--- src/sv/sfd_pkg.sv ---
package sfd_pkg;

    // frame layout
    localparam int STORE_DEPTH = 25;
    localparam int NUM_CH      = 9;
    localparam int CH_BITS     = 11;
    localparam int STREAM_BITS = NUM_CH * CH_BITS;
    localparam int HEAD_POS    = 0;
    localparam int END_POS     = 24;
    localparam int FLAG_POS    = 23;

    // configuration register indexes
    localparam logic [2:0] CFG_HEAD    = 3'd0;
    localparam logic [2:0] CFG_END     = 3'd1;
    localparam logic [2:0] CFG_OFFLINE = 3'd2;
    localparam logic [2:0] CFG_BOTTOM  = 3'd3;
    localparam logic [2:0] CFG_TOP     = 3'd4;

    // result kinds
    localparam logic [2:0] KIND_ONLINE  = 3'd0;
    localparam logic [2:0] KIND_RAW     = 3'd1;
    localparam logic [2:0] KIND_PERCENT = 3'd2;
    localparam logic [2:0] KIND_ANGLE   = 3'd3;
    localparam logic [2:0] KIND_MAG     = 3'd4;

    // result slots within a frame
    localparam logic [4:0] SLOT_FIRST_PCT = 5'd10;
    localparam logic [4:0] SLOT_FIRST_ANG = 5'd14;
    localparam logic [4:0] SLOT_FIRST_MAG = 5'd16;
    localparam logic [4:0] SLOT_LAST      = 5'd17;

    // arithmetic constants
    localparam logic signed [35:0] PI_Q30     = 36'sd3373259426;
    localparam logic signed [18:0] TWO_PI_Q13 = 19'sd51471;
    localparam logic signed [28:0] PCT_FULL   = 29'sd25600;
    localparam logic [15:0]        PCT_SCALE  = 16'd51200;
    localparam logic [15:0]        MAG_MAX    = 16'd100;
    localparam int                 DIV_STEPS  = 27;
    localparam int                 SQRT_STEPS = 16;

    // one checked frame handed from front to back
    typedef struct packed {
        logic                   online;
        logic [STREAM_BITS-1:0] stream;
    } job_t;

    typedef enum logic [3:0] {
        BK_IDLE,
        BK_SEL,
        BK_DIV,
        BK_DIV_FIN,
        BK_COR,
        BK_COR_FIN,
        BK_SQ1,
        BK_SQ2,
        BK_SQRT,
        BK_MAG_FIN,
        BK_PUT
    } bk_state_t;

    // arctangent of 2^-i in Q2.30
    function automatic logic [31:0] atan_q30(input logic [4:0] i);
        logic [31:0] v;
        unique case (i)
            5'd0:  v = 32'h3243F6A8;
            5'd1:  v = 32'h1DAC6705;
            5'd2:  v = 32'h0FADBAFC;
            5'd3:  v = 32'h07F56EA6;
            5'd4:  v = 32'h03FEAB76;
            5'd5:  v = 32'h01FFD55B;
            5'd6:  v = 32'h00FFFAAA;
            5'd7:  v = 32'h007FFF55;
            5'd8:  v = 32'h003FFFEA;
            5'd9:  v = 32'h001FFFFD;
            5'd10: v = 32'h000FFFFF;
            5'd11: v = 32'h0007FFFF;
            5'd12: v = 32'h0003FFFF;
            5'd13: v = 32'h0001FFFF;
            5'd14: v = 32'h0000FFFF;
            5'd15: v = 32'h00007FFF;
            5'd16: v = 32'h00003FFF;
            5'd17: v = 32'h00001FFF;
            5'd18: v = 32'h00000FFF;
            5'd19: v = 32'h000007FF;
            5'd20: v = 32'h000003FF;
            5'd21: v = 32'h000001FF;
            5'd22: v = 32'h000000FF;
            5'd23: v = 32'h0000007F;
            default: v = 32'h0;
        endcase
        return v;
    endfunction

endpackage

--- src/sv/sfd_front.sv ---
module sfd_front #(
    parameter int FRAME_LENGTH = 25
) (
    input  logic              clk,
    input  logic              rst_n,
    input  logic              in_valid,
    output logic              in_stall,
    input  logic [7:0]        rx_byte,
    input  logic              frame_start,
    input  logic [7:0]        head_byte,
    input  logic [7:0]        end_byte,
    input  logic [7:0]        offline_value,
    input  logic              q_full,
    output logic              push,
    output sfd_pkg::job_t     push_job
);

    logic [7:0] store_reg [sfd_pkg::STORE_DEPTH];
    logic [4:0] count_reg;
    logic [4:0] pos;
    logic       take;
    logic       active;
    logic       last_byte;
    logic [7:0] eff [sfd_pkg::STORE_DEPTH];
    logic       good;

    assign in_stall = q_full;
    assign take     = in_valid && !q_full;
    assign active   = frame_start || (count_reg != 5'd0);
    assign pos      = frame_start ? 5'd0 : count_reg;
    assign last_byte = (pos == 5'(FRAME_LENGTH - 1));

    // frame bytes with the byte now arriving folded in
    always_comb
    begin
        for (int j = 0; j < sfd_pkg::STORE_DEPTH; j++)
        begin
            eff[j] = (pos == 5'(j)) ? rx_byte : store_reg[j];
        end
    end

    assign good = (eff[sfd_pkg::HEAD_POS] == head_byte) && (eff[sfd_pkg::END_POS] == end_byte);

    // job: online flag and the channel bit stream from byte 1 on
    always_comb
    begin
        push_job.online = (eff[sfd_pkg::FLAG_POS] != offline_value);
        for (int j = 0; j < sfd_pkg::STREAM_BITS; j++)
        begin
            push_job.stream[j] = eff[1 + j / 8][j % 8];
        end
    end

    assign push = take && active && last_byte && good;

    // byte counter
    always_ff @(posedge clk or negedge rst_n)
    begin
        if (!rst_n)
        begin
            count_reg <= 5'd0;
        end
        else if (take && active)
        begin
            count_reg <= last_byte ? 5'd0 : pos + 5'd1;
        end
    end

    // byte store
    always_ff @(posedge clk)
    begin
        if (take && active && (pos < 5'(sfd_pkg::STORE_DEPTH)))
        begin
            store_reg[pos] <= rx_byte;
        end
    end

endmodule

--- src/sv/sfd_queue.sv ---
module sfd_queue (
    input  logic          clk,
    input  logic          rst_n,
    input  logic          push,
    input  sfd_pkg::job_t push_job,
    output logic          full,
    input  logic          pop,
    output logic          head_valid,
    output sfd_pkg::job_t head_job
);

    sfd_pkg::job_t mem_reg [2];
    logic          wptr_reg;
    logic          rptr_reg;
    logic [1:0]    fill_reg;

    assign full       = (fill_reg == 2'd2);
    assign head_valid = (fill_reg != 2'd0);
    assign head_job   = mem_reg[rptr_reg];

    // pointers and fill level
    always_ff @(posedge clk or negedge rst_n)
    begin
        if (!rst_n)
        begin
            wptr_reg <= 1'b0;
            rptr_reg <= 1'b0;
            fill_reg <= 2'd0;
        end
        else
        begin
            if (push)
            begin
                wptr_reg <= ~wptr_reg;
            end
            if (pop)
            begin
                rptr_reg <= ~rptr_reg;
            end
            fill_reg <= fill_reg + {1'b0, push} - {1'b0, pop};
        end
    end

    // entries
    always_ff @(posedge clk)
    begin
        if (push)
        begin
            mem_reg[wptr_reg] <= push_job;
        end
    end

endmodule

--- src/sv/sfd_back.sv ---
module sfd_back #(
    parameter int CORDIC_STEPS = 16
) (
    input  logic               clk,
    input  logic               rst_n,
    input  logic               job_valid,
    input  sfd_pkg::job_t      job,
    output logic               pop,
    input  logic [10:0]        channel_bottom,
    input  logic [10:0]        channel_top,
    output logic               out_valid,
    input  logic               out_stall,
    output logic [2:0]         result_kind,
    output logic [3:0]         item_index,
    output logic signed [16:0] item_value,
    output logic               last_of_frame
);

    sfd_pkg::bk_state_t state_reg, state_next;

    logic [4:0]         slot_reg;
    logic [4:0]         cnt_reg;
    logic signed [16:0] val_reg;
    logic signed [16:0] pc_reg [4];
    logic [26:0]        num_reg;
    logic [10:0]        rem_reg;
    logic               neg_reg;
    logic signed [24:0] xs_reg;
    logic signed [24:0] ys_reg;
    logic signed [35:0] z_reg;
    logic [31:0]        s_reg;
    logic [31:0]        r_reg;
    logic [31:0]        bit_reg;
    logic               ovalid_reg;

    logic [3:0]         ch_sel;
    logic [10:0]        ch_val;
    logic [10:0]        divisor;
    logic               top_ok;
    logic signed [11:0] diff;
    logic [10:0]        diff_mag;
    logic [11:0]        rem_sh;
    logic               rem_ge;
    logic signed [16:0] ax;
    logic signed [16:0] ay;
    logic signed [24:0] tx;
    logic signed [24:0] ty;
    logic signed [28:0] qs;
    logic signed [28:0] qt;
    logic signed [35:0] zr;
    logic signed [18:0] ang;
    logic [31:0]        rb;
    logic signed [33:0] sq;
    logic               out_free;
    logic               cor_done;
    logic [2:0]         kind;
    logic [3:0]         idx;

    // channel picked by the current slot
    always_comb
    begin
        if (slot_reg >= sfd_pkg::SLOT_FIRST_PCT)
        begin
            ch_sel = 4'(slot_reg - sfd_pkg::SLOT_FIRST_PCT);
        end
        else
        begin
            ch_sel = 4'(slot_reg - 5'd1);
        end
        ch_val = 11'd0;
        for (int k = 0; k < sfd_pkg::NUM_CH; k++)
        begin
            if (ch_sel == 4'(k))
            begin
                ch_val = job.stream[k * sfd_pkg::CH_BITS +: sfd_pkg::CH_BITS];
            end
        end
    end

    // percent setup and divider step
    assign top_ok   = channel_top > channel_bottom;
    assign divisor  = channel_top - channel_bottom;
    assign diff     = $signed({1'b0, ch_val}) - $signed({1'b0, channel_bottom});
    assign diff_mag = diff[11] ? 11'(-diff) : diff[10:0];
    assign rem_sh   = {rem_reg, num_reg[26]};
    assign rem_ge   = rem_sh >= {1'b0, divisor};
    assign qs       = neg_reg ? -$signed({2'b00, num_reg}) : $signed({2'b00, num_reg});
    assign qt       = qs - sfd_pkg::PCT_FULL;

    // stick vectors: left is channels 3/2, right is channels 0/1
    assign ax = slot_reg[0] ? pc_reg[0] : pc_reg[3];
    assign ay = slot_reg[0] ? pc_reg[1] : pc_reg[2];

    assign tx       = xs_reg >>> cnt_reg;
    assign ty       = ys_reg >>> cnt_reg;
    assign cor_done = (cnt_reg == 5'(CORDIC_STEPS)) || (ys_reg == 25'sd0);
    assign zr       = (z_reg + 36'sd65536) >>> 17;
    assign ang      = zr[18] ? zr[18:0] + sfd_pkg::TWO_PI_Q13 : zr[18:0];

    assign rb = r_reg + bit_reg;
    assign sq = (state_reg == sfd_pkg::BK_SQ1) ? ax * ax : ay * ay;

    assign out_free = !ovalid_reg || !out_stall;

    // kind and index of the current slot
    always_comb
    begin
        if (slot_reg == 5'd0)
        begin
            kind = sfd_pkg::KIND_ONLINE;
            idx  = 4'd0;
        end
        else if (slot_reg < sfd_pkg::SLOT_FIRST_PCT)
        begin
            kind = sfd_pkg::KIND_RAW;
            idx  = 4'(slot_reg - 5'd1);
        end
        else if (slot_reg < sfd_pkg::SLOT_FIRST_ANG)
        begin
            kind = sfd_pkg::KIND_PERCENT;
            idx  = 4'(slot_reg - sfd_pkg::SLOT_FIRST_PCT);
        end
        else if (slot_reg < sfd_pkg::SLOT_FIRST_MAG)
        begin
            kind = sfd_pkg::KIND_ANGLE;
            idx  = 4'(slot_reg - sfd_pkg::SLOT_FIRST_ANG);
        end
        else
        begin
            kind = sfd_pkg::KIND_MAG;
            idx  = 4'(slot_reg - sfd_pkg::SLOT_FIRST_MAG);
        end
    end

    // next state
    always_comb
    begin
        state_next = state_reg;
        unique case (state_reg)
            sfd_pkg::BK_IDLE:
            begin
                if (job_valid)
                begin
                    state_next = sfd_pkg::BK_SEL;
                end
            end
            sfd_pkg::BK_SEL:
            begin
                if (slot_reg < sfd_pkg::SLOT_FIRST_PCT)
                begin
                    state_next = sfd_pkg::BK_PUT;
                end
                else if (slot_reg < sfd_pkg::SLOT_FIRST_ANG)
                begin
                    state_next = top_ok ? sfd_pkg::BK_DIV : sfd_pkg::BK_PUT;
                end
                else if (slot_reg < sfd_pkg::SLOT_FIRST_MAG)
                begin
                    state_next = sfd_pkg::BK_COR;
                end
                else
                begin
                    state_next = sfd_pkg::BK_SQ1;
                end
            end
            sfd_pkg::BK_DIV:
            begin
                if (cnt_reg == 5'(sfd_pkg::DIV_STEPS - 1))
                begin
                    state_next = sfd_pkg::BK_DIV_FIN;
                end
            end
            sfd_pkg::BK_DIV_FIN: state_next = sfd_pkg::BK_PUT;
            sfd_pkg::BK_COR:
            begin
                if (cor_done)
                begin
                    state_next = sfd_pkg::BK_COR_FIN;
                end
            end
            sfd_pkg::BK_COR_FIN: state_next = sfd_pkg::BK_PUT;
            sfd_pkg::BK_SQ1:     state_next = sfd_pkg::BK_SQ2;
            sfd_pkg::BK_SQ2:     state_next = sfd_pkg::BK_SQRT;
            sfd_pkg::BK_SQRT:
            begin
                if (cnt_reg == 5'(sfd_pkg::SQRT_STEPS - 1))
                begin
                    state_next = sfd_pkg::BK_MAG_FIN;
                end
            end
            sfd_pkg::BK_MAG_FIN: state_next = sfd_pkg::BK_PUT;
            sfd_pkg::BK_PUT:
            begin
                if (out_free)
                begin
                    state_next = (slot_reg == sfd_pkg::SLOT_LAST) ? sfd_pkg::BK_IDLE
                                                                  : sfd_pkg::BK_SEL;
                end
            end
            default: state_next = sfd_pkg::BK_IDLE;
        endcase
    end

    // handshake outputs
    always_comb
    begin
        pop = (state_reg == sfd_pkg::BK_PUT) && out_free && (slot_reg == sfd_pkg::SLOT_LAST);
    end

    always_ff @(posedge clk or negedge rst_n)
    begin
        if (!rst_n)
        begin
            state_reg  <= sfd_pkg::BK_IDLE;
            slot_reg   <= 5'd0;
            ovalid_reg <= 1'b0;
        end
        else
        begin
            state_reg <= state_next;
            if (state_reg == sfd_pkg::BK_IDLE)
            begin
                slot_reg <= 5'd0;
            end
            else if ((state_reg == sfd_pkg::BK_PUT) && out_free)
            begin
                slot_reg <= slot_reg + 5'd1;
            end
            if (out_free)
            begin
                ovalid_reg <= (state_reg == sfd_pkg::BK_PUT);
            end
        end
    end

    // output register
    always_ff @(posedge clk)
    begin
        if ((state_reg == sfd_pkg::BK_PUT) && out_free)
        begin
            result_kind   <= kind;
            item_index    <= idx;
            item_value    <= val_reg;
            last_of_frame <= (slot_reg == sfd_pkg::SLOT_LAST);
        end
    end

    assign out_valid = ovalid_reg;

    // datapath
    always_ff @(posedge clk)
    begin
        unique case (state_reg)
            sfd_pkg::BK_SEL:
            begin
                cnt_reg <= 5'd0;
                if (slot_reg == 5'd0)
                begin
                    val_reg <= {16'd0, job.online};
                end
                else if (slot_reg < sfd_pkg::SLOT_FIRST_PCT)
                begin
                    val_reg <= {6'd0, ch_val};
                end
                else if (slot_reg < sfd_pkg::SLOT_FIRST_ANG)
                begin
                    num_reg <= 27'(diff_mag * sfd_pkg::PCT_SCALE);
                    neg_reg <= diff[11];
                    rem_reg <= 11'd0;
                    if (!top_ok)
                    begin
                        val_reg <= 17'sd0;
                        pc_reg[2'(slot_reg - sfd_pkg::SLOT_FIRST_PCT)] <= 17'sd0;
                    end
                end
                else if (slot_reg < sfd_pkg::SLOT_FIRST_MAG)
                begin
                    if (ax < 0)
                    begin
                        z_reg  <= (ay >= 0) ? sfd_pkg::PI_Q30 : -sfd_pkg::PI_Q30;
                        xs_reg <= 25'(-ax) <<< 6;
                        ys_reg <= 25'(-ay) <<< 6;
                    end
                    else
                    begin
                        z_reg  <= 36'sd0;
                        xs_reg <= 25'(ax) <<< 6;
                        ys_reg <= 25'(ay) <<< 6;
                    end
                end
            end
            sfd_pkg::BK_DIV:
            begin
                cnt_reg <= cnt_reg + 5'd1;
                if (rem_ge)
                begin
                    rem_reg <= 11'(rem_sh - {1'b0, divisor});
                end
                else
                begin
                    rem_reg <= rem_sh[10:0];
                end
                num_reg <= {num_reg[25:0], rem_ge};
            end
            sfd_pkg::BK_DIV_FIN:
            begin
                if (qt > sfd_pkg::PCT_FULL)
                begin
                    val_reg <= 17'(sfd_pkg::PCT_FULL);
                    pc_reg[2'(slot_reg - sfd_pkg::SLOT_FIRST_PCT)] <= 17'(sfd_pkg::PCT_FULL);
                end
                else if (qt < -sfd_pkg::PCT_FULL)
                begin
                    val_reg <= 17'(-sfd_pkg::PCT_FULL);
                    pc_reg[2'(slot_reg - sfd_pkg::SLOT_FIRST_PCT)] <= 17'(-sfd_pkg::PCT_FULL);
                end
                else
                begin
                    val_reg <= qt[16:0];
                    pc_reg[2'(slot_reg - sfd_pkg::SLOT_FIRST_PCT)] <= qt[16:0];
                end
            end
            sfd_pkg::BK_COR:
            begin
                if (!cor_done)
                begin
                    cnt_reg <= cnt_reg + 5'd1;
                    if (ys_reg > 0)
                    begin
                        xs_reg <= xs_reg + ty;
                        ys_reg <= ys_reg - tx;
                        z_reg  <= z_reg + $signed({4'd0, sfd_pkg::atan_q30(cnt_reg)});
                    end
                    else
                    begin
                        xs_reg <= xs_reg - ty;
                        ys_reg <= ys_reg + tx;
                        z_reg  <= z_reg - $signed({4'd0, sfd_pkg::atan_q30(cnt_reg)});
                    end
                end
            end
            sfd_pkg::BK_COR_FIN:
            begin
                val_reg <= ang[16:0];
            end
            sfd_pkg::BK_SQ1:
            begin
                s_reg <= sq[31:0];
            end
            sfd_pkg::BK_SQ2:
            begin
                s_reg   <= s_reg + sq[31:0];
                r_reg   <= 32'd0;
                bit_reg <= 32'h4000_0000;
                cnt_reg <= 5'd0;
            end
            sfd_pkg::BK_SQRT:
            begin
                cnt_reg <= cnt_reg + 5'd1;
                if (s_reg >= rb)
                begin
                    s_reg <= s_reg - rb;
                    r_reg <= (r_reg >> 1) + bit_reg;
                end
                else
                begin
                    r_reg <= r_reg >> 1;
                end
                bit_reg <= bit_reg >> 2;
            end
            sfd_pkg::BK_MAG_FIN:
            begin
                if (r_reg[31:8] > {8'd0, sfd_pkg::MAG_MAX})
                begin
                    val_reg <= 17'(sfd_pkg::MAG_MAX);
                end
                else
                begin
                    val_reg <= 17'(r_reg[31:8]);
                end
            end
            default:
            begin
            end
        endcase
    end

endmodule

--- src/sv/sbus_frame_decoder_with_sticks.sv ---
// Channel  Handshake              Payload
// in       in_valid / in_stall    rx_byte, frame_start
// out      out_valid / out_stall  result_kind, item_index, item_value, last_of_frame
// cfg      cfg_valid / cfg_ready  cfg_index, cfg_data
//
// One byte is taken per cycle; the front stalls only while its two-frame queue is full.
// A good frame yields 18 results, computed by the serial divider for percents (skipped when
// top is not above bottom), the CORDIC unit (one step per cycle) for angles and the
// bit-serial square root for magnitudes.
// rst_n clears the counters, queue and sequencer; config returns to its defaults.
// A stalled output holds its result; the back waits without losing work.
module sbus_frame_decoder_with_sticks #(
    parameter int FRAME_LENGTH = 25,
    parameter int CORDIC_STEPS = 16
) (
    input  logic               clk,
    input  logic               rst_n,
    input  logic               in_valid,
    output logic               in_stall,
    input  logic [7:0]         rx_byte,
    input  logic               frame_start,
    output logic               out_valid,
    input  logic               out_stall,
    output logic [2:0]         result_kind,
    output logic [3:0]         item_index,
    output logic signed [16:0] item_value,
    output logic               last_of_frame,
    input  logic               cfg_valid,
    output logic               cfg_ready,
    input  logic [2:0]         cfg_index,
    input  logic [10:0]        cfg_data
);

    logic [7:0]    head_reg;
    logic [7:0]    end_reg;
    logic [7:0]    offline_reg;
    logic [10:0]   bottom_reg;
    logic [10:0]   top_reg;
    logic          push;
    logic          q_full;
    logic          pop;
    logic          head_valid;
    sfd_pkg::job_t push_job;
    sfd_pkg::job_t head_job;

    assign cfg_ready = 1'b1;

    // configuration registers
    always_ff @(posedge clk or negedge rst_n)
    begin
        if (!rst_n)
        begin
            head_reg    <= 8'd15;
            end_reg     <= 8'd0;
            offline_reg <= 8'd12;
            bottom_reg  <= 11'd172;
            top_reg     <= 11'd1811;
        end
        else if (cfg_valid)
        begin
            unique case (cfg_index)
                sfd_pkg::CFG_HEAD:    head_reg    <= cfg_data[7:0];
                sfd_pkg::CFG_END:     end_reg     <= cfg_data[7:0];
                sfd_pkg::CFG_OFFLINE: offline_reg <= cfg_data[7:0];
                sfd_pkg::CFG_BOTTOM:  bottom_reg  <= cfg_data;
                sfd_pkg::CFG_TOP:     top_reg     <= cfg_data;
                default:
                begin
                end
            endcase
        end
    end

    sfd_front #(
        .FRAME_LENGTH(FRAME_LENGTH)
    ) u_front (
        .clk           (clk),
        .rst_n         (rst_n),
        .in_valid      (in_valid),
        .in_stall      (in_stall),
        .rx_byte       (rx_byte),
        .frame_start   (frame_start),
        .head_byte     (head_reg),
        .end_byte      (end_reg),
        .offline_value (offline_reg),
        .q_full        (q_full),
        .push          (push),
        .push_job      (push_job)
    );

    sfd_queue u_queue (
        .clk        (clk),
        .rst_n      (rst_n),
        .push       (push),
        .push_job   (push_job),
        .full       (q_full),
        .pop        (pop),
        .head_valid (head_valid),
        .head_job   (head_job)
    );

    sfd_back #(
        .CORDIC_STEPS(CORDIC_STEPS)
    ) u_back (
        .clk            (clk),
        .rst_n          (rst_n),
        .job_valid      (head_valid),
        .job            (head_job),
        .pop            (pop),
        .channel_bottom (bottom_reg),
        .channel_top    (top_reg),
        .out_valid      (out_valid),
        .out_stall      (out_stall),
        .result_kind    (result_kind),
        .item_index     (item_index),
        .item_value     (item_value),
        .last_of_frame  (last_of_frame)
    );

endmodule
--- config.mk ---
export PLATFORM = sky130hd
export DESIGN_NAME = sbus_frame_decoder_with_sticks
export DESIGN_NICKNAME = d
export VERILOG_FILES = /design/src/sv/sfd_pkg.sv /design/src/sv/sfd_front.sv /design/src/sv/sfd_queue.sv /design/src/sv/sfd_back.sv /design/src/sv/sbus_frame_decoder_with_sticks.sv
export SDC_FILE = /design/constraint.sdc
export NUM_CORES = 2
export LEC_CHECK = 0
export ABC_AREA = 1
export CAP_MARGIN = 0
export CORE_MARGIN = 2
export CORE_UTILIZATION = 56
export CTS_CLUSTER_DIAMETER = 60
export DETAILED_ROUTE_END_ITERATION = 8
export DONT_BUFFER_PORTS = 1
export PLACE_DENSITY = 0.71
export SKIP_LAST_GASP = 1
export SYNTH_ARGS = -nofsm -noshare
export SYNTH_HDL_FRONTEND = slang
export SYNTH_HIERARCHICAL = 1
export SYNTH_SLANG_ARGS = --single-unit
--- constraint.sdc ---
create_clock -name clk -period 24 [get_ports clk]
set_clock_uncertainty 0.1 [all_clocks]
set_input_delay 1.2 -clock clk [delete_from_list [all_inputs] [get_ports clk]]
set_output_delay 1.2 -clock clk [all_outputs]
set_load 0.01 [all_outputs]
==> flow_results.org <==
** Status
- Status :: finished clean

** CTS
- Clk_lat worst skew :: 720 ps
- Quantity of gates resized following cts :: 0
- After clock tree synthesis, the clock-pin slew on the worst setup and hold paths is 60 ps.
- Once the clock tree was built, the setup fixing pass inserted 0 buffers.
- Clock buffer depth :: 3
- TritonCTS built the clock tree.
- Buffers inserted during clock tree synthesis total 93.
- For this design, the sink count on the clock tree is 737.
- The clock tree synthesis step divided the H-tree into 3 levels.
- Clock tree synthesis selected as its root buffer the cell sky130_fd_sc_hd__clkbuf_16.

** Routing
- Using the TritonRoute via totals, the vias-per-cell ratio works out to 5.67.
- Via count :: 57500
- Total length of routed met2 wires :: 93.5 mm
- Before antenna repair, the detailed router went through 6 iterations.
- Total length of routed wires :: 200 mm
- The highest layer touched by signal routing is met5.
- Met1 layer wirelength in the final routing :: 84.9 mm
- In this run the remaining antenna-violating nets after routing total 0.
- Detailed-route wire length per cell :: 19.7 um
- Met3 WL :: 14.2 mm
- Number of DRC markers in iteration 0 :: 5474
- DRC violations left :: 0

** Synthesis
- Syn_nets :: 9518
- Yosys mapped a number of flops with a built-in enable equal to 642.
- Yosys warnings :: 6
- Sorting the synthesized cells by area gives the leading types as sky130_fd_sc_hd__edfxtp_1 28%, sky130_fd_sc_hd__fa_1 15%, sky130_fd_sc_hd__nand2_1 9.6%, sky130_fd_sc_hd__ha_1 8.2%, sky130_fd_sc_hd__inv_1 8.1%.
- Synthesis instantiated 85 different standard cells from the library.
- Leading register cell type out of synthesis :: sky130_fd_sc_hd__edfxtp_1
- Synth async-reset ratio :: 8.82%
- After synthesis, flip-flops and latches occupy 31.1% of the total area.
- After synthesis the cells add up to 69200 um2.
- In this run the biggest area consumer among cell types represents 27.9% of the synthesized area.
- #FFs+latches synth :: 737
- The synthesized design spends more area on one cell type than any other, namely sky130_fd_sc_hd__edfxtp_1.
- Instance count of the mapped netlist :: 8517
- Mean instance size in the synthesized netlist :: 8.12 um2

** Timing
- The max-slew violation total from the final report is 0.
- Least-Margin Pin Slew :: 1340 ps
- Setup violations, final :: 0
- Setup repair after global routing left no endpoint under its margin.
- Achievable frequency :: 0.0975 GHz
- Of the available clock period, the critical path in the final layout requires 42.7%.
- In the post-route analysis, the smallest setup slack over all paths is 13740 ps.
- Setup TNS :: 0 ps
- Final critical-path required period :: 10260 ps
- The final-report hold violation count came to 0.
- In this run the tightest slew margin relative to its limit is 9.75%.

** Setup path
- Measured in cells, the most critical reg-to-reg path has a length of 37.
- Slowest Stage Delay on Critical Path :: 1020 ps
- Launching point of the worst reg2reg path :: u_back/slot_reg[0]
- Reg-to-reg setup timing slack :: 13740 ps
- Data on the critical path arrives at its endpoint at 10630 ps.
- The endpoint identified for the worst register-to-register timing path is u_back/s_reg[28].
- Maximum fanout encountered on the critical timing path :: 40
- Critical Setup Path Class :: flip-flop to flip-flop
- Endpoint kind of the worst setup timing path :: flip-flop
- Crit path required time :: 24370 ps
- Kind of launch point of the worst setup path :: flip-flop
- The slowest stage of the critical path is the sky130_fd_sc_hd__o21ai_1 cell.

** GRT
- Number of global-route vias before repair :: 56300
- Pin count of the biggest net entering global routing :: 78
- The number of antenna violations at the first check in global routing is 4.
- GR Overflow Total :: 0
- The first global-routing pass estimated 312 mm of wire.
- For this run, the total global-route usage over all layers was measured as 31.7%.

** Die
- The floorplan has 128 rows.
- In this run the standard cell core region covers 122000 um2.
- Number of top-level design ports :: 56
- Once the floorplan was initialized, standard cells occupied 56.6% of the core.
- Floorplan die area :: 126000 um2
- Die extent in x :: 355 um
- The floorplan step set the die height to 355 um.

** Placement
- During placement, the flow inserted port buffers numbering 0.
- Detailed Place HPWL :: 155 mm
- Prior to clock tree synthesis, the placed netlist has a worst setup slack of 13830 ps.
- Routability-driven placement finished with a final weighted congestion of 0.964.

** Finish
- Filler cell count in the final layout :: 10900
- Of the cells placed in the final design, the portion with a size suffix greater than 1 is 5.32%.
- Final-stage net count :: 9437
- The register with the most flip-flops in the layout has 200 of them.
- From synthesis to final layout, the design area changed by 6.88%.

** Min path
- Hold crit path type :: input pin to async pin

** Flow run
- Max cap viols :: 0
## cell type report
cell class                      count  area (um2)  area share [%]
Multi-Input combinational cell   6007       40800            55.1
Sequential cell                   737       21500            29.1
Inverter                         1526        5750            7.77
Clock buffer                      106        2480            3.36
Tap cell                         1625        2030            2.75
Clock inverter                     67         843            1.14
Timing Repair Buffer               71         538           0.728
Antenna cell                        4        10.0          0.0135
## kinds of logic (layout without fill, tap and decap cells)
family / after synthesis / in the layout / synth area share, %
other: 1 / 5 / 0.00542
flip-flops: 737 / 737 / 31.1
adder cells (fa/ha/maj): 973 / 973 / 23.2
buffers and inverters: 1773 / 1770 / 10.1
multiplexers: 14 / 14 / 0.203
AND/OR/NAND/NOR: 3191 / 3191 / 19.4
AO/OA/AOI/OAI: 1555 / 1555 / 12.5
XOR/XNOR: 273 / 273 / 3.48
## synthesized netlist by cell type, drive strengths merged (21+ instances only)
library cell,instances
nand3,364
nand4,75
dfrtp,49
o21bai,29
xnor2,115
inv,1509
nand2,1793
nor3,94
o22ai,29
nor4,30
a31oi,31
o31ai,21
xor2,158
edfxtp,642
a21oi,489
o21a,27
nor2,733
o211ai,40
or2,80
clkbuf,142
o21ai,792
ha,453
buf,105
fa,520
dfxtp,30
## per-layer routing
metal	track usage, %	vias up
met5	0	-
met4	10.7	2
met3	4.49	389
met2	52.4	2144
met1	43.1	27400
li1	-	27500
## timing repair
item                       CTS  global route
setup endpoints to repair    0             0
hold endpoints to repair    17             0
hold buffers                 2             0
## worst max-delay path, delay by kind of cell, from the launching register on
| kind | cells | cell delay (ps) |
|---|---|---|
| buf+inv | 6 | 1200 |
| simple gates | 13 | 1910 |
| fa+ha+maj | 8 | 3940 |
| compound gates | 10 | 2440 |
| flops | 1 | 400 |
## worst max-delay path by stage
stage | from | endpoint | slack [ps]
6_report | u_back/slot_reg[0] | u_back/s_reg[28] | 13740
3_3_place_gp | u_back/slot_reg[0] | u_back/s_reg[28] | 14060
3_5_place_dp | u_back/slot_reg[0] | u_back/s_reg[28] | 13830
5_1_grt | u_back/slot_reg[0] | u_back/s_reg[28] | 13050
2_1_floorplan | u_back/slot_reg[0] | u_back/s_reg[31] | 15400
4_1_cts | u_back/slot_reg[0] | u_back/s_reg[28] | 13810
## per-stage QoR
| step | cells | cell area (um2) | util [%] | hold WS (ps) |
|---|---|---|---|---|
| floorplan | 8517 | 69200 | - | 300 |
| global placement | 9964 | 70600 | 57.8 | 307 |
| detailed placement | 9964 | 70600 | 57.8 | 307 |
| CTS | 10100 | 73900 | 60.5 | 0.848 |
| global route | 10100 | 73900 | 60.5 | 9.27 |
| finish | 10100 | 73900 | 60.5 | 49.9 |
## cells in the final DEF (no fill, tap or decap), types with 30 or more instances in the layout
cell type                      n
sky130_fd_sc_hd__xor2_1      157
sky130_fd_sc_hd__a31oi_1      30
sky130_fd_sc_hd__clkbuf_16    97
sky130_fd_sc_hd__o21ai_0     692
sky130_fd_sc_hd__nand3_1     355
sky130_fd_sc_hd__edfxtp_1    642
sky130_fd_sc_hd__nor2_1      695
sky130_fd_sc_hd__or2_2        63
sky130_fd_sc_hd__nor3_1       90
sky130_fd_sc_hd__buf_4        69
sky130_fd_sc_hd__xnor2_1     114
sky130_fd_sc_hd__dfrtp_1      47
sky130_fd_sc_hd__o211ai_1     40
sky130_fd_sc_hd__inv_1      1484
sky130_fd_sc_hd__fa_1        520
sky130_fd_sc_hd__a21oi_1     480
sky130_fd_sc_hd__dfxtp_1      30
sky130_fd_sc_hd__nand2_1    1775
sky130_fd_sc_hd__nand4_1      71
sky130_fd_sc_hd__clkinv_1     31
sky130_fd_sc_hd__ha_1        453
sky130_fd_sc_hd__o21ai_1      72
Power is left out: the tool's default activity adds up to more than one toggle a clock period on the data nets, which glitch-free logic cannot reach.
